--- config.mk ---
export PLATFORM = sky130hd
export DESIGN_NAME = ansi_terminal_key_decoder_top
export DESIGN_NICKNAME = d
export VERILOG_FILES = /design/src/design/atkd_pkg.sv /design/src/design/ansi_terminal_key_decoder_top.sv
export VERILOG_INCLUDE_DIRS = /design/src /design/src/design
export SDC_FILE = /design/constraint.sdc
export NUM_CORES = 1
export LEC_CHECK = 0
export ABC_AREA = 1
export ABC_CLOCK_PERIOD_IN_PS = 3100
export BUFFER_PORTS_ARGS = -buffer_cell sky130_fd_sc_hd__buf_4
export CORE_MARGIN = 2
export CORE_UTILIZATION = 36
export CTS_BUF_LIST = sky130_fd_sc_hd__clkbuf_2
export CTS_CLUSTER_DIAMETER = 120
export DETAILED_ROUTE_END_ITERATION = 6
export PLACE_DENSITY_LB_ADDON = 0.12
export SETUP_SLACK_MARGIN = 0.05
export SYNTH_ARGS = -nofsm -noshare
export SYNTH_HDL_FRONTEND = slang
export SYNTH_SLANG_ARGS = --single-unit
export TNS_END_PERCENT = 30
--- constraint.sdc ---
create_clock -name clock -period 3.1 [get_ports clock]
set_input_delay 0.62 -clock clock [delete_from_list [all_inputs] [get_ports clock]]
set_output_delay 0.62 -clock clock [all_outputs]
set_load 0.01 [all_outputs]
--- src/design/assert_macros.svh ---
// ----------------------------------------------------------------------------
// assert_macros
// Assertion macros used by the decoder top-level design file.
// ----------------------------------------------------------------------------
`ifndef ASSERT_MACROS_SVH
`define ASSERT_MACROS_SVH

// The consequent must hold in the same cycle as the antecedent.
`define ASSERT_IMPLY(lbl, clk, rst, ante, cons) \
   lbl: assert property (@(posedge clk) disable iff (rst) (ante) |-> (cons)) \
      else $error("assertion failed");

// The consequent must hold in the cycle after the antecedent.
`define ASSERT_NEXT(lbl, clk, rst, ante, cons) \
   lbl: assert property (@(posedge clk) disable iff (rst) (ante) |=> (cons)) \
      else $error("assertion failed");

`endif

--- src/design/atkd_pkg.sv ---
// ----------------------------------------------------------------------------
// atkd_pkg
// Constants, key codes and decode helpers for the terminal key decoder.
// ----------------------------------------------------------------------------
package atkd_pkg;

   localparam int QUEUE_DEPTH = 16;
   localparam int PTR_W       = $clog2(QUEUE_DEPTH);
   localparam int CNT_W       = $clog2(QUEUE_DEPTH + 1);
   localparam int CSR_ADDR_W  = 1;
   localparam int CSR_DATA_W  = 32;

   localparam logic [CSR_ADDR_W-1:0] REG_ENABLE = '0;

   localparam logic [1:0] MODE_BYTE   = 2'd0;
   localparam logic [1:0] MODE_POLL   = 2'd1;
   localparam logic [1:0] MODE_CLEAR  = 2'd2;
   localparam logic [1:0] MODE_UNUSED = 2'd3;

   localparam logic [7:0] ASCII_BS       = 8'd8;
   localparam logic [7:0] ASCII_TAB      = 8'd9;
   localparam logic [7:0] ASCII_LF       = 8'd10;
   localparam logic [7:0] ASCII_CR       = 8'd13;
   localparam logic [7:0] ASCII_ESC      = 8'd27;
   localparam logic [7:0] ASCII_SPACE    = 8'd32;
   localparam logic [7:0] ASCII_TILDE    = 8'd126;
   localparam logic [7:0] ASCII_DEL      = 8'd127;
   localparam logic [7:0] ASCII_LBRACKET = 8'h5B;
   localparam logic [7:0] ASCII_UPPER_O  = 8'h4F;
   localparam logic [7:0] ASCII_UPPER_A  = 8'h41;
   localparam logic [7:0] ASCII_UPPER_Z  = 8'h5A;
   localparam logic [7:0] ASCII_CASE_OFS = 8'h20;

   localparam logic [4:0] K_NONE   = 5'd0;
   localparam logic [4:0] K_ESC    = 5'd1;
   localparam logic [4:0] K_RETURN = 5'd2;
   localparam logic [4:0] K_TAB    = 5'd3;
   localparam logic [4:0] K_BKSP   = 5'd4;
   localparam logic [4:0] K_SPACE  = 5'd5;
   localparam logic [4:0] K_UP     = 5'd6;
   localparam logic [4:0] K_DOWN   = 5'd7;
   localparam logic [4:0] K_LEFT   = 5'd8;
   localparam logic [4:0] K_RIGHT  = 5'd9;
   localparam logic [4:0] K_HOME   = 5'd10;
   localparam logic [4:0] K_END    = 5'd11;
   localparam logic [4:0] K_INS    = 5'd12;
   localparam logic [4:0] K_DEL    = 5'd13;
   localparam logic [4:0] K_PGUP   = 5'd14;
   localparam logic [4:0] K_PGDN   = 5'd15;
   localparam logic [4:0] K_CHAR   = 5'd16;

   typedef struct packed {
      logic [4:0] code;
      logic [7:0] char_val;
   } key_type;

   // Ring pointer plus offset, wrapped at the queue depth. The offset is
   // never larger than the depth, so one subtraction covers the wrap.
   function automatic logic [PTR_W-1:0] ptr_add(input logic [PTR_W-1:0] base,
                                                input logic [CNT_W-1:0] ofs);
      logic [CNT_W:0] sum;
      sum = {{(CNT_W + 1 - PTR_W){1'b0}}, base} + {1'b0, ofs};
      if (sum >= (CNT_W + 1)'(QUEUE_DEPTH)) begin
         sum = sum - (CNT_W + 1)'(QUEUE_DEPTH);
      end
      return sum[PTR_W-1:0];
   endfunction

   // Key for a single byte that is not ESC. Unlisted control bytes give none.
   function automatic key_type classify_byte(input logic [7:0] v);
      key_type k;
      k.code     = K_NONE;
      k.char_val = 8'd0;
      if (v == ASCII_CR || v == ASCII_LF) begin
         k.code = K_RETURN;
      end else if (v == ASCII_TAB) begin
         k.code = K_TAB;
      end else if (v == ASCII_BS || v == ASCII_DEL) begin
         k.code = K_BKSP;
      end else if (v == ASCII_SPACE) begin
         k.code = K_SPACE;
      end else if (v > ASCII_SPACE && v <= ASCII_TILDE) begin
         k.code = K_CHAR;
         if (v >= ASCII_UPPER_A && v <= ASCII_UPPER_Z) begin
            k.char_val = v + ASCII_CASE_OFS;
         end else begin
            k.char_val = v;
         end
      end
      return k;
   endfunction

   // Final letter of ESC [ x or ESC O x.
   function automatic logic [4:0] letter_key(input logic [7:0] c);
      logic [4:0] k;
      case (c)
         8'h41:   k = K_UP;
         8'h42:   k = K_DOWN;
         8'h43:   k = K_RIGHT;
         8'h44:   k = K_LEFT;
         8'h48:   k = K_HOME;
         8'h46:   k = K_END;
         default: k = K_NONE;
      endcase
      return k;
   endfunction

   // Digit of ESC [ d ~.
   function automatic logic [4:0] tilde_key(input logic [7:0] c);
      logic [4:0] k;
      case (c) inside
         8'h31, 8'h37: k = K_HOME;
         8'h32:        k = K_INS;
         8'h33:        k = K_DEL;
         8'h34, 8'h38: k = K_END;
         8'h35:        k = K_PGUP;
         8'h36:        k = K_PGDN;
         default:      k = K_NONE;
      endcase
      return k;
   endfunction

endpackage

--- src/design/ansi_terminal_key_decoder_top.sv ---
// ----------------------------------------------------------------------------
// ansi_terminal_key_decoder_top
// Queues terminal bytes in a ring memory and decodes them into key codes.
// ----------------------------------------------------------------------------
// A byte arrival, a clear and an unused mode return their item in the
// next cycle. A poll reads the ring memory one byte per cycle through its
// single read port: it reads the head byte first, then looks at one byte
// per step, up to the bytes of an escape sequence, and skips any control
// bytes before a key, at most the whole ring. No reset sweep is needed;
// only ring data inside its occupied part is used. A new item is taken
// once no poll is running and the previous result has been taken or is
// taken in the same cycle.
`include "assert_macros.svh"

module ansi_terminal_key_decoder_top (
   input  logic                                 clock,
   input  logic                                 reset,
   input  logic                                 req_valid,
   output logic                                 req_ready,
   input  logic [1:0]                           req_mode,
   input  logic [7:0]                           req_rx_byte,
   output logic                                 rsp_valid,
   input  logic                                 rsp_ready,
   output logic [4:0]                           rsp_key_code,
   output logic [7:0]                           rsp_key_char,
   output logic                                 rsp_byte_dropped,
   input  logic                                 psel,
   input  logic                                 penable,
   input  logic                                 pwrite,
   input  logic [atkd_pkg::CSR_ADDR_W-1:0]      paddr,
   input  logic [atkd_pkg::CSR_DATA_W-1:0]      pwdata,
   output logic [atkd_pkg::CSR_DATA_W-1:0]      prdata,
   output logic                                 pready
);

   localparam logic S_IDLE = 1'b0;
   localparam logic S_EVAL = 1'b1;

   logic [7:0] ring_mem [atkd_pkg::QUEUE_DEPTH];

   logic                             state_ff, state_in;
   logic [1:0]                       off_ff, off_in;
   logic [atkd_pkg::PTR_W-1:0]       head_ff, head_in;
   logic [atkd_pkg::CNT_W-1:0]       cnt_ff, cnt_in;
   logic                             held_ff, held_in;
   logic                             enable_ff, enable_in;
   logic [7:0]                       b1_ff, b1_in;
   logic [7:0]                       b2_ff, b2_in;
   logic [7:0]                       rd_data_ff;
   logic                             rsp_valid_ff, rsp_valid_in;
   logic [4:0]                       rsp_code_ff, rsp_code_in;
   logic [7:0]                       rsp_char_ff, rsp_char_in;
   logic                             rsp_drop_ff, rsp_drop_in;

   logic                             req_fire;
   logic                             csr_wr;
   logic                             mem_we;
   logic [atkd_pkg::PTR_W-1:0]       wr_addr;
   logic [atkd_pkg::PTR_W-1:0]       rd_addr;
   logic [atkd_pkg::CNT_W-1:0]       drop_n;
   logic                             do_drop;
   logic [4:0]                       seq_key;
   atkd_pkg::key_type                cls;

   assign req_ready = (state_ff == S_IDLE) && (!rsp_valid_ff || rsp_ready);
   assign req_fire  = req_valid && req_ready;
   assign csr_wr    = psel && penable && pwrite && (paddr == atkd_pkg::REG_ENABLE);

   assign wr_addr = atkd_pkg::ptr_add(head_ff, cnt_ff);
   assign rd_addr = (state_ff == S_IDLE) ? head_ff :
                    atkd_pkg::ptr_add(head_ff, atkd_pkg::CNT_W'(off_ff) + 1'b1);

   assign cls = atkd_pkg::classify_byte(rd_data_ff);

   // A finished escape sequence: a letter at the third byte, or a digit
   // followed by a tilde at the fourth.
   always_comb begin
      seq_key = atkd_pkg::K_NONE;
      if (off_ff == 2'd2) begin
         seq_key = atkd_pkg::letter_key(rd_data_ff);
      end else if (off_ff == 2'd3 && rd_data_ff == atkd_pkg::ASCII_TILDE) begin
         seq_key = atkd_pkg::tilde_key(b2_ff);
      end
   end

   always_comb begin
      state_in     = state_ff;
      off_in       = off_ff;
      head_in      = head_ff;
      cnt_in       = cnt_ff;
      held_in      = held_ff;
      enable_in    = enable_ff;
      b1_in        = b1_ff;
      b2_in        = b2_ff;
      rsp_valid_in = rsp_valid_ff && !rsp_ready;
      rsp_code_in  = rsp_code_ff;
      rsp_char_in  = rsp_char_ff;
      rsp_drop_in  = rsp_drop_ff;
      mem_we       = 1'b0;
      drop_n       = '0;
      do_drop      = 1'b0;

      unique case (state_ff)
         S_IDLE: begin
            if (req_fire) begin
               rsp_valid_in = 1'b1;
               rsp_code_in  = atkd_pkg::K_NONE;
               rsp_char_in  = 8'd0;
               rsp_drop_in  = 1'b0;
               unique case (req_mode)
                  atkd_pkg::MODE_BYTE: begin
                     if (cnt_ff < atkd_pkg::CNT_W'(atkd_pkg::QUEUE_DEPTH)) begin
                        mem_we = 1'b1;
                        cnt_in = cnt_ff + 1'b1;
                     end else begin
                        rsp_drop_in = 1'b1;
                     end
                  end
                  atkd_pkg::MODE_POLL: begin
                     if (enable_ff && cnt_ff != '0) begin
                        rsp_valid_in = 1'b0;
                        state_in     = S_EVAL;
                        off_in       = 2'd0;
                     end
                  end
                  atkd_pkg::MODE_CLEAR: begin
                     head_in = '0;
                     cnt_in  = '0;
                     held_in = 1'b0;
                  end
                  default: begin
                  end
               endcase
            end
         end
         S_EVAL: begin
            if (off_ff == 2'd0 && rd_data_ff != atkd_pkg::ASCII_ESC) begin
               // Plain byte: consume it, report it or skip to the next one.
               held_in = 1'b0;
               do_drop = 1'b1;
               drop_n  = atkd_pkg::CNT_W'(1);
               if (cls.code != atkd_pkg::K_NONE || cnt_ff == atkd_pkg::CNT_W'(1)) begin
                  rsp_valid_in = 1'b1;
                  rsp_code_in  = cls.code;
                  rsp_char_in  = cls.char_val;
                  state_in     = S_IDLE;
               end
            end else if (off_ff == 2'd0 && cnt_ff >= atkd_pkg::CNT_W'(2)) begin
               off_in = 2'd1;
            end else if (off_ff == 2'd1 && cnt_ff >= atkd_pkg::CNT_W'(3) &&
                         (rd_data_ff == atkd_pkg::ASCII_LBRACKET ||
                          rd_data_ff == atkd_pkg::ASCII_UPPER_O)) begin
               b1_in  = rd_data_ff;
               off_in = 2'd2;
            end else if (off_ff == 2'd2 && b1_ff == atkd_pkg::ASCII_LBRACKET &&
                         cnt_ff >= atkd_pkg::CNT_W'(4) &&
                         atkd_pkg::tilde_key(rd_data_ff) != atkd_pkg::K_NONE) begin
               b2_in  = rd_data_ff;
               off_in = 2'd3;
            end else begin
               // The escape decision: a full sequence, a hold, or a bare ESC.
               rsp_valid_in = 1'b1;
               rsp_char_in  = 8'd0;
               state_in     = S_IDLE;
               if (seq_key != atkd_pkg::K_NONE) begin
                  held_in     = 1'b0;
                  rsp_code_in = seq_key;
                  do_drop     = 1'b1;
                  drop_n      = (off_ff == 2'd2) ? atkd_pkg::CNT_W'(3) : atkd_pkg::CNT_W'(4);
               end else if (!held_ff &&
                            (cnt_ff == atkd_pkg::CNT_W'(1) ||
                             (cnt_ff == atkd_pkg::CNT_W'(2) && off_ff == 2'd1 &&
                              (rd_data_ff == atkd_pkg::ASCII_LBRACKET ||
                               rd_data_ff == atkd_pkg::ASCII_UPPER_O)))) begin
                  held_in     = 1'b1;
                  rsp_code_in = atkd_pkg::K_NONE;
               end else begin
                  held_in     = 1'b0;
                  rsp_code_in = atkd_pkg::K_ESC;
                  do_drop     = 1'b1;
                  drop_n      = atkd_pkg::CNT_W'(1);
               end
            end
         end
         default: begin
            state_in = S_IDLE;
         end
      endcase

      if (do_drop) begin
         if (drop_n >= cnt_ff) begin
            head_in = '0;
            cnt_in  = '0;
         end else begin
            head_in = atkd_pkg::ptr_add(head_ff, drop_n);
            cnt_in  = cnt_ff - drop_n;
         end
      end

      if (csr_wr) begin
         if (!pwdata[0] || !enable_ff) begin
            head_in = '0;
            cnt_in  = '0;
            held_in = 1'b0;
         end
         enable_in = pwdata[0];
      end
   end

   always_ff @(posedge clock) begin
      if (mem_we) begin
         ring_mem[wr_addr] <= req_rx_byte;
      end
      rd_data_ff <= ring_mem[rd_addr];
   end

   always_ff @(posedge clock) begin
      if (reset) begin
         state_ff     <= S_IDLE;
         off_ff       <= 2'd0;
         head_ff      <= '0;
         cnt_ff       <= '0;
         held_ff      <= 1'b0;
         enable_ff    <= 1'b0;
         rsp_valid_ff <= 1'b0;
      end else begin
         state_ff     <= state_in;
         off_ff       <= off_in;
         head_ff      <= head_in;
         cnt_ff       <= cnt_in;
         held_ff      <= held_in;
         enable_ff    <= enable_in;
         rsp_valid_ff <= rsp_valid_in;
      end
   end

   always_ff @(posedge clock) begin
      b1_ff       <= b1_in;
      b2_ff       <= b2_in;
      rsp_code_ff <= rsp_code_in;
      rsp_char_ff <= rsp_char_in;
      rsp_drop_ff <= rsp_drop_in;
   end

   assign rsp_valid        = rsp_valid_ff;
   assign rsp_key_code     = rsp_code_ff;
   assign rsp_key_char     = rsp_char_ff;
   assign rsp_byte_dropped = rsp_drop_ff;

   assign pready = 1'b1;
   assign prdata = (paddr == atkd_pkg::REG_ENABLE) ?
                   {{(atkd_pkg::CSR_DATA_W - 1){1'b0}}, enable_ff} : '0;

   `ASSERT_IMPLY(a_cnt_range, clock, reset, 1'b1,
                 cnt_ff <= atkd_pkg::CNT_W'(atkd_pkg::QUEUE_DEPTH))
   `ASSERT_IMPLY(a_eval_out_free, clock, reset, state_ff == S_EVAL, !rsp_valid_ff)
   `ASSERT_IMPLY(a_held_nonempty, clock, reset, held_ff, cnt_ff != '0)
   `ASSERT_NEXT(a_push_count, clock, reset,
                req_fire && req_mode == atkd_pkg::MODE_BYTE && !csr_wr &&
                cnt_ff < atkd_pkg::CNT_W'(atkd_pkg::QUEUE_DEPTH),
                cnt_ff == $past(cnt_ff) + 1'b1)

endmodule
==> impl_metrics.csv, run 1 <==
group,metric,value,unit
finish,fill_cells,2361,
detailed_routing,ant_nets,0,
flow_run,drv_cap,0,
synthesis,synth-edff-count,158,
placed_design,dp_hpwl,14200,µm
clock_tree,cts_tree,"yes",
synthesis,syn_inst,857,
sta,drv_slew,0,
setup_path,crit_fanout,3,
clock_tree,numCtsBuffers,17,
sta,setup-violations-final,0,
sta,setup_tns,0,ps
clock_tree,clock_latency,790,ps
synthesis,yosys.cell_types.count,45,
setup_path,reg2reg_slack,250,ps
sta,min_period,2850,ps
grt,grt_max_degree,65,
synthesis,ys_warn_count,0,
setup_path,crit_arrival,3610,ps
power,swShare,26.6,%
grt,grtUsageTotal,16.8,%
finish,multi_input_area,3120,µm²
floorplan,die_area,25700,µm²
placed_design,globalplace.congestion,0.812,
power,netSwitchingPower,1.12,mW
power,vdd_ir_drop_max,0.263,mV
sta,relSlewSlack,51.1,%
setup_path,critPathKind,"flop to flop",
sta,period_share,91.9,%
synthesis,syn_avg_cell_area,10.3,µm²
clock_tree,clock_sinks,181,
finish,final_cells,1274,
floorplan,die_y,160,µm
setup_path,critPathCaptureType,"flop",
power,seq_power_share,63.3,%
floorplan,coreArea,24200,µm²
setup_path,startpoint_type,"flop",
floorplan,die_w,160,µm
synthesis,synth-seq-area-share,59.2,%
detailed_routing,vias,6103,
synthesis,synth_flop_cell,"edfxtp_1",
grt,grt_pass1_vias,5750,
sta,fin_skew,37.3,ps
run_status,status,"finished, final reports clean",
clock_tree,cts-root-buf,"clkbuf_2",
detailed_routing,viasPerCell,4.79,
power,p_leak,3.90,nW
detailed_routing,totalWireLength,21000,µm
finish,register_area,5220,µm²
clock_tree,htree_levels,4,
power,intPower,3.10,mW
power,power.density,420,nW/µm²
power,clockPowerShare,32.4,%
sta,rsz0062_at_grt,"no",
synthesis,syn-cell-area,8790,µm²
floorplan,initial_core_util,36.4,%
finish,syn_to_final_growth,14.4,%
grt,grt_pass1_wl,32600,µm
sta,hold_viol,0,
setup_path,startpoint,"rd_data_ff[5]",
detailed_routing,post_drt_wl_per_cell,16.5,µm
floorplan,io_pins,99,
detailed_routing,drtIter0Drc,375,
detailed_routing,drtPass1Iterations,5,
finish,layout.nets,1007,
setup_path,ff2ff_path_depth,21,
grt,overflow,0,
detailed_routing,drc,0,
sta,worstMarginPinSlew,730,ps
setup_path,cp.required,3860,ps
clock_tree,clkTransAtPathRegs,300,ps
synthesis,async_reset_ff_share,0,%
setup_path,crit_end,"cnt_ff[4]",
worst_hold_path,hp-class,"input pin to flop",
synthesis,ys_ff_latch,181,
placed_design,dpl.cell_count,1237,
grt,antenna_found_initial,1,
setup_path,r2r_start,"rd_data_ff[5]",
sta,clock.fmax,0.351,GHz
power,p_comb_share,4.3,%
finish,drive_above_1_share,20.5,%
setup_path,reg2reg_to,"cnt_ff[4]",
clock_tree,clockBufferDepth,2,
placed_design,port_buffers,35,
floorplan,rows,57,
[cell type report]
cell class / count / area share, %
inverter: 83 / 3.10
antenna: 1 / 0.0249
sequential: 181 / 51.9
clock inverter: 15 / 2.25
tap: 324 / 4.03
clock buffer: 17 / 0.846
multi-input combinational: 565 / 31.0
timing repair buffer: 88 / 6.87
[through the flow]
| stage | hold slack, ps | setup slack [ps] | total power, mW | cell area (µm²) | util [%] |
|---|---|---|---|---|---|
| final | 101 | 251 | 4.23 | 10100 | 41.6 |
| after global routing | 0.413 | 25.5 | 4.40 | 10100 | 41.6 |
| after CTS | 29.1 | 57.8 | 4.28 | 9900 | 41.0 |
| after detailed placement | 471 | 77.2 | 2.90 | 9580 | 39.6 |
| after global placement | 450 | 94.5 | 2.90 | 9580 | 39.6 |
| after floorplan | 427 | 302 | 2.84 | 8900 | - |
[worst max-delay path, cell delays in order (launching register included)]
cell,delay [ps]
dfxtp_4,430
ha_4,140
nand2_1,50
clkinv_1,50
nand2_2,60
nor3_4,280
buf_4,170
nand4_1,140
nand2_1,130
nor2_1,50
nand4_1,130
nand2_2,160
ha_4,310
nand3_1,80
nand2_2,80
a21oi_2,60
buf_4,140
a21oi_2,100
o21ai_1,70
nand2_1,80
nand2_1,50
nor2_1,70
[how the worst min path moves through the flow]
stage,slack [ps],start,depth (start not counted),endpoint
finish,100,paddr,4,enable_ff
global route,0.4,req_rx_byte[2],1,ring_mem[6][2]
CTS,30,paddr,4,enable_ff
detailed placement,470,rd_data_ff[5],0,b1_ff[5]
global placement,450,rd_data_ff[5],0,b1_ff[5]
floorplan,430,rd_data_ff[3],0,b1_ff[3]
[placed cells by master, fill, tap and decap left out, types with 8 or more instances in the layout]
master      n
conb_1     32
nand2_1   105
clkinv_8    8
ha_1       14
inv_2      17
nor2_2      8
buf_4      84
inv_1      64
dfxtp_1    17
edfxtp_1  158
nand2_2    11
o221ai_1   32
nor3_1      8
clkbuf_2   17
o21ai_0    77
nand3_1    43
nand4_1     9
nand3_2    11
a21oi_1    21
nor2_1    141
[flip-flops by register name, indices dropped and copies added, names as in the netlist]
register	count
rsp_valid	1
state_ff	1
rd_data_ff	8
cnt_ff	5
held_ff	1
head_ff	4
ring_mem	128
enable_ff	1
b2_ff	8
off_ff	2
rsp_key_code	5
rsp_byte_dropped	1
b1_ff	8
rsp_key_char	8
[power groups by stage]
stage / logic [mW] / registers [mW] / clock network (mW)
finish: 0.181 / 2.67 / 1.37
global route: 0.202 / 2.68 / 1.52
CTS: 0.180 / 2.68 / 1.43
detailed placement: 0.179 / 2.73 / 0
global placement: 0.178 / 2.73 / 0
floorplan: 0.109 / 2.73 / 0
[routing by layer]
layer | global-route usage (%) | routed length (µm) | vias to the layer above | share of wire (%)
li1 | - | - | 3077 | -
met1 | 24.1 | 10200 | 2900 | 49
met2 | 26.8 | 9830 | 112 | 47
met3 | 2.99 | 719 | 14 | 3.4
met4 | 4.01 | 232 | 0 | 1.1
met5 | 0 | 0 | - | 0
[kinds of logic after synthesis]
family	count (synthesis)	synth area share (%)
compound gates	155	10.8
xor+xnor	6	0.684
fa+ha+maj	21	3.33
buf+inv	141	7.99
flops	181	59.2
other cells	2	0.0855
simple gates	351	17.9
[cells in the mapped netlist (2+ instances only)]
cell type	instances	share of area (%)
a21oi_1	25	1.4
buf_2	15	0.85
buf_4	36	3.1
clkbuf_1	5	0.21
clkinv_1	2	0.085
conb_1	2	0.085
dfxtp_1	23	5.2
edfxtp_1	158	54
fa_1	4	0.91
ha_1	17	2.4
inv_1	64	2.7
inv_2	17	0.73
nand2_1	111	4.7
nand2_2	6	0.43
nand3_1	44	2.5
nand3_2	10	1.1
nand3b_1	2	0.17
nand4_1	9	0.64
nor2_1	145	6.2
nor2_2	7	0.50
nor2_4	2	0.26
nor3_1	8	0.46
o211ai_1	5	0.43
o21a_1	2	0.17
o21ai_0	79	4.5
o21ai_1	3	0.17
o21ai_2	3	0.30
o221ai_1	32	3.2
or2_1	2	0.14
xnor2_1	2	0.20
xor2_1	3	0.30
[repair_timing]
item / CTS / global route
resized for setup: 0 / 35
hold buffers: 1 / 1
buffers inserted: 0 / 2
hold endpoints to repair: 1 / 4
setup endpoints to repair: 0 / 9
(Power assumes the default switching activity.)
==> run 2: changes to the inputs <==
Settings changed: CORE_MARGIN 2 to 3, CTS_CLUSTER_SIZE set to 14, HOLD_SLACK_MARGIN set to 0.02.
==> impl_metrics.csv, run 2 (synthesis gave the netlist of run 1 again) <==
group,metric,value,unit
grt,grt.met3_usage,2.58,%
detailed_routing,post_drt_wl_per_cell,16.7,µm
finish,stdcell_area,10200,µm²
detailed_routing,drtIter0Drc,412,
sta,min_period,2850,ps
sta,period_share,91.9,%
detailed_routing,ant_nets,0,
setup_path,reg2reg_slack,250,ps
sta,hold_viol,0,
floorplan,coreArea,23800,µm²
setup_path,critPathCaptureType,"flop",
sta,setup-violations-final,0,
grt,grtUsageTotal,16.7,%
power,power.density,411,nW/µm²
setup_path,crit_arrival,3530,ps
grt,grt_pass1_vias,5985,
setup_path,critPathKind,"flop to flop",
finish,largest_reg_flops,128,
detailed_routing,drc,0,
floorplan,die_y,162,µm
floorplan,rows,56,
clock_tree,clockBufferDepth,2,
placed_design,dp_slack,89.4,ps
finish,fill_cells,2332,
grt,grt_max_degree,65,
power,vdd_ir_drop_max,0.279,mV
clock_tree,numCtsBuffers,17,
finish,layout.nets,1030,
detailed_routing,vias,6254,
sta,drv_slew,0,
grt,grt_pass1_wl,33600,µm
placed_design,dp_hpwl,14600,µm
finish,multi_input_area,3140,µm²
power,p_leak,4.01,nW
worst_hold_path,hp-class,"input pin to flop",
clock_tree,cts_tree,"yes",
run_status,status,"finished, final reports clean",
grt,met2_usage,26.5,%
finish,syn_to_final_growth,16.5,%
finish,final_cell_mix,"edfxtp_1, nor2_1, buf_4",
power,finalPower,4.20,mW
sta,clock.fmax,0.351,GHz
sta,fin_ws,251,ps
detailed_routing,totalWireLength,21600,µm
detailed_routing,drtPass1Iterations,5,
grt,overflow,0,
setup_path,startpoint_type,"flop",
grt,use_met1,24.0,%
finish,final_common_cell,"edfxtp_1",
detailed_routing,viasPerCell,4.84,
grt,antenna_found_initial,1,
flow_run,drv_cap,0,
floorplan,die_area,26300,µm²
grt,busiest_layer,"met2",
setup_path,crit_fanout,9,
sta,fin_skew,53.2,ps
finish,register_area,5220,µm²
placed_design,postPlaceCellArea,9580,µm²
clock_tree,clock_latency,770,ps
sta,rsz0062_at_grt,"yes",
placed_design,globalplace.congestion,0.823,
clock_tree,clkTransAtPathRegs,300,ps
sta,hold_ws,143,ps
setup_path,cp.required,3780,ps
finish,drive_above_1_share,23.0,%
floorplan,io_pins,99,
placed_design,port_buffers,35,
floorplan,initial_core_util,37.0,%
sta,relSlewSlack,48.5,%
finish,top_register,"ring_mem",
sta,worstMarginPinSlew,764,ps
clock_tree,htree_levels,4,
clock_tree,clock_sinks,181,
clock_tree,cts-root-buf,"clkbuf_2",
sta,setup_tns,0,ps
floorplan,die_w,162,µm
==> run 2: cell types whose count changed in the layout (fill, tap and decap cells not counted), moves of 3 or more <==
cell,before,now
buf_4,84,101
dlygate4sd3_1,2,8
inv_2,17,20
nand2_1,105,100
nand2_2,11,15
==> run 2: routing by layer <==
layer / vias up / share of wire [%]
li1: 3119 / -
met1: 3014 / 49
met2: 107 / 47
met3: 14 / 3.0
met4: 0 / 1.0
met5: - / 0
==> run 2: through the flow <==
| step | util (%) | std cells |
|---|---|---|
| floorplan | - | 887 |
| global placement | 40.3 | 1235 |
| detailed placement | 40.3 | 1235 |
| CTS | 41.6 | 1268 |
| global route | 43.1 | 1292 |
| finish | 43.1 | 1292 |
==> run 2: path summary, 6_finish.rpt <==
kind                end  cells after the start           from
max          head_ff[1]                     17  rd_data_ff[3]
min           rsp_valid                      3      rsp_ready
min reg2reg   enable_ff                      2      enable_ff
max reg2reg  head_ff[1]                     17  rd_data_ff[3]
==> run 2: critical path, stage by stage (launching register included) <==
cell	delay, ps
dfxtp_2	510
buf_4	170
nand2_1	80
nor2_2	150
nand2_1	60
nand2_1	130
nand2_2	80
a21oi_4	170
nand4_4	130
nand2_4	100
a21boi_4	70
buf_4	130
ha_1	200
fa_1	480
inv_1	40
nor2_1	90
nand2_1	70
a21oi_1	120
==> run 2: repair_timing <==
item / 4_1_cts / 5_1_grt
hold buffers: 1 / 7
pin swaps: 0 / 27
gates resized for setup: 2 / 49
setup buffers: 0 / 16
setup endpoints to repair: 2 / 9
hold endpoints to repair: 1 / 18
==> run 2: layout make-up <==
type / count / area share (%)
Tap cell: 319 / 3.90
Clock buffer: 17 / 0.831
Timing Repair Buffer: 111 / 8.50
Multi-Input combinational cell: 565 / 30.7
Sequential cell: 181 / 51.0
Antenna cell: 1 / 0.0244
Clock inverter: 15 / 2.00
Inverter: 83 / 3.04
==> run 2: power breakdown <==
group / switching (mW) / total, mW / internal (mW)
clock: 0.974 / 1.34 / 0.364
sequential: 0.0126 / 2.67 / 2.66
combinational: 0.122 / 0.191 / 0.0687
total: 1.11 / 4.20 / 3.09
==> run 3: changes to the inputs <==
Settings changed: BUFFER_PORTS_ARGS -buffer_cell sky130_fd_sc_hd__buf_4 to -buffer_cell sky130_fd_sc_hd__buf_2.
==> impl_metrics.csv, run 3 (synthesis gave the netlist of run 1 again) <==
group,metric,value,unit
run_status,status,"finished, final reports clean",
setup_path,cp.required,3800,ps
floorplan,coreArea,23800,µm²
detailed_routing,drc,0,
grt,overflow,0,
finish,utilization,41.7,%
power,swShare,26.4,%
grt,grtUsageTotal,16.5,%
sta,clock.fmax,0.354,GHz
sta,worstMarginPinSlew,576,ps
detailed_routing,routed.top_layer,"met4",
power,power.density,408,nW/µm²
sta,setup-violations-final,0,
finish,drive_above_1_share,20.9,%
setup_path,crit_path_top_delay_cell,"dfxtp_2",
sta,rsz0062_at_grt,"yes",
finish,register_area,5220,µm²
setup_path,path_cells,"buf_4 > nand2_1 > nor2_2 > nand2_1 > nand2_1 > nand2_2 > a21oi_4 > nand4_4 > nand2_4 > a21boi_4 > buf_4 > ha_1 > fa_1 > xor2_1 > nand2_1 > nand2_1 > nand2_1 > nor2_1",
finish,final_cell_mix,"edfxtp_1, nor2_1, nand2_1",
power,vdd_ir_drop_max,0.193,mV
detailed_routing,post_drt_wl_per_cell,16.5,µm
grt,grt_pass1_vias,5793,
setup_path,max_stage_delay,520,ps
floorplan,rows,56,
finish,final_common_cell,"edfxtp_1",
setup_path,reg2reg_slack,280,ps
floorplan,die_y,162,µm
power,intPower,2.97,mW
detailed_routing,vias,6135,
power,clockPowerShare,29.7,%
clock_tree,htree_levels,4,
detailed_routing,drtPass1Iterations,5,
finish,syn_to_final_growth,12.6,%
clock_tree,numCtsBuffers,17,
placed_design,dp_hpwl,14500,µm
sta,fin_skew,43.5,ps
setup_path,startpoint_type,"flop",
power,p_comb_share,4.1,%
finish,layout.nets,1014,
grt,grt_max_degree,65,
placed_design,globalplace.congestion,0.822,
clock_tree,cts-root-buf,"clkbuf_2",
clock_tree,cts_tree,"yes",
setup_path,crit_arrival,3520,ps
clock_tree,clkTransAtPathRegs,280,ps
setup_path,critPathCaptureType,"flop",
power,netSwitchingPower,1.07,mW
sta,min_period,2820,ps
floorplan,initial_core_util,37.0,%
placed_design,dpl.cell_count,1235,
detailed_routing,viasPerCell,4.81,
flow_run,drv_cap,0,
sta,drv_slew,0,
finish,fill_cells,2334,
sta,relSlewSlack,61.6,%
detailed_routing,totalWireLength,21100,µm
power,p_leak,3.86,nW
detailed_routing,wl_met1,10500,µm
placed_design,port_buffers,35,
clock_tree,clockBufferDepth,2,
floorplan,die_w,162,µm
setup_path,cp_common_cell,"nand2_1",
finish,largest_reg_flops,128,
grt,grt_pass1_wl,33200,µm
sta,setup_tns,0,ps
finish,multi_input_area,3090,µm²
floorplan,die_area,26300,µm²
grt,antenna_found_initial,2,
floorplan,io_pins,99,
power,seq_power_share,66.2,%
finish,top_register,"ring_mem",
setup_path,crit_fanout,9,
clock_tree,clock_sinks,181,
worst_hold_path,hp-class,"input pin to flop",
setup_path,critPathKind,"flop to flop",
detailed_routing,wl_met3,742,µm
detailed_routing,drtIter0Drc,481,
sta,hold_viol,0,
detailed_routing,dr_wl_met2,9640,µm
finish,final_cells,1276,
detailed_routing,ant_nets,0,
sta,period_share,91.1,%
clock_tree,clock_latency,740,ps
-- run 3: cell types whose count changed in the layout (fill, tap and decap cells not counted), moves of 4 or more --
cell and delta:
dlygate4sd3_1 -7, buf_2 +35, buf_4 -42, inv_8 -4
-- run 3: worst paths after layout --
path / start / end / cells past startpoint
min reg2reg: rd_data_ff[5] / b1_ff[5] / 0
max reg2reg: rd_data_ff[3] / head_ff[2] / 18
max: rd_data_ff[3] / head_ff[2] / 18
min: paddr / enable_ff / 4
-- run 3: per-stage QoR --
step	total power, mW	cell area, µm²	hold slack [ps]	worst slack, ps
after floorplan	2.84	8900	427	302
after global placement	2.89	9480	477	97.7
after detailed placement	2.89	9480	486	78.9
after global routing	4.23	9890	62.5	22.4
final	4.04	9890	160	277
after CTS	4.10	9740	63.8	55.3
-- run 3: area by class of cell --
type	count	area share [%]
Antenna cell	2	0.0506
Multi-Input combinational cell	565	31.2
Tap cell	319	4.03
Sequential cell	181	52.7
Clock inverter	14	1.63
Timing Repair Buffer	95	6.35
Inverter	83	3.15
Clock buffer	17	0.860
-- run 3: power groups by stage --
stage                     combinational (mW)  sequential (mW)  clock, mW
after floorplan                        0.109             2.73          0
after CTS                              0.167             2.68       1.26
after global routing                   0.187             2.68       1.36
final                                  0.167             2.67       1.20
after detailed placement               0.165             2.73          0
after global placement                 0.165             2.73          0
-- run 3: per-layer routing --
metal	vias to the layer above	global-route usage, %
met5	-	0
met4	0	4.58
met3	14	3.19
met2	134	24.5
met1	2904	24.7
li1	3083	-
-- run 3: worst max-delay path: cells and delay by family (launching register included) --
family / cells / cell delay [ps]
fa+ha+maj: 2 / 580
simple gates: 11 / 960
compound gates: 2 / 230
buf+inv: 2 / 300
xor+xnor: 1 / 170
flops: 1 / 520
-- run 3: repair_timing --
| action | CTS | global route |
|---|---|---|
| pin swaps | 0 | 8 |
| hold buffers | 1 | 0 |
| setup endpoints to repair | 1 | 9 |
| resized for setup | 1 | 30 |
| cloned | 0 | 0 |
| endpoints found under the hold margin | 1 | 0 |
| setup buffers | 0 | 7 |
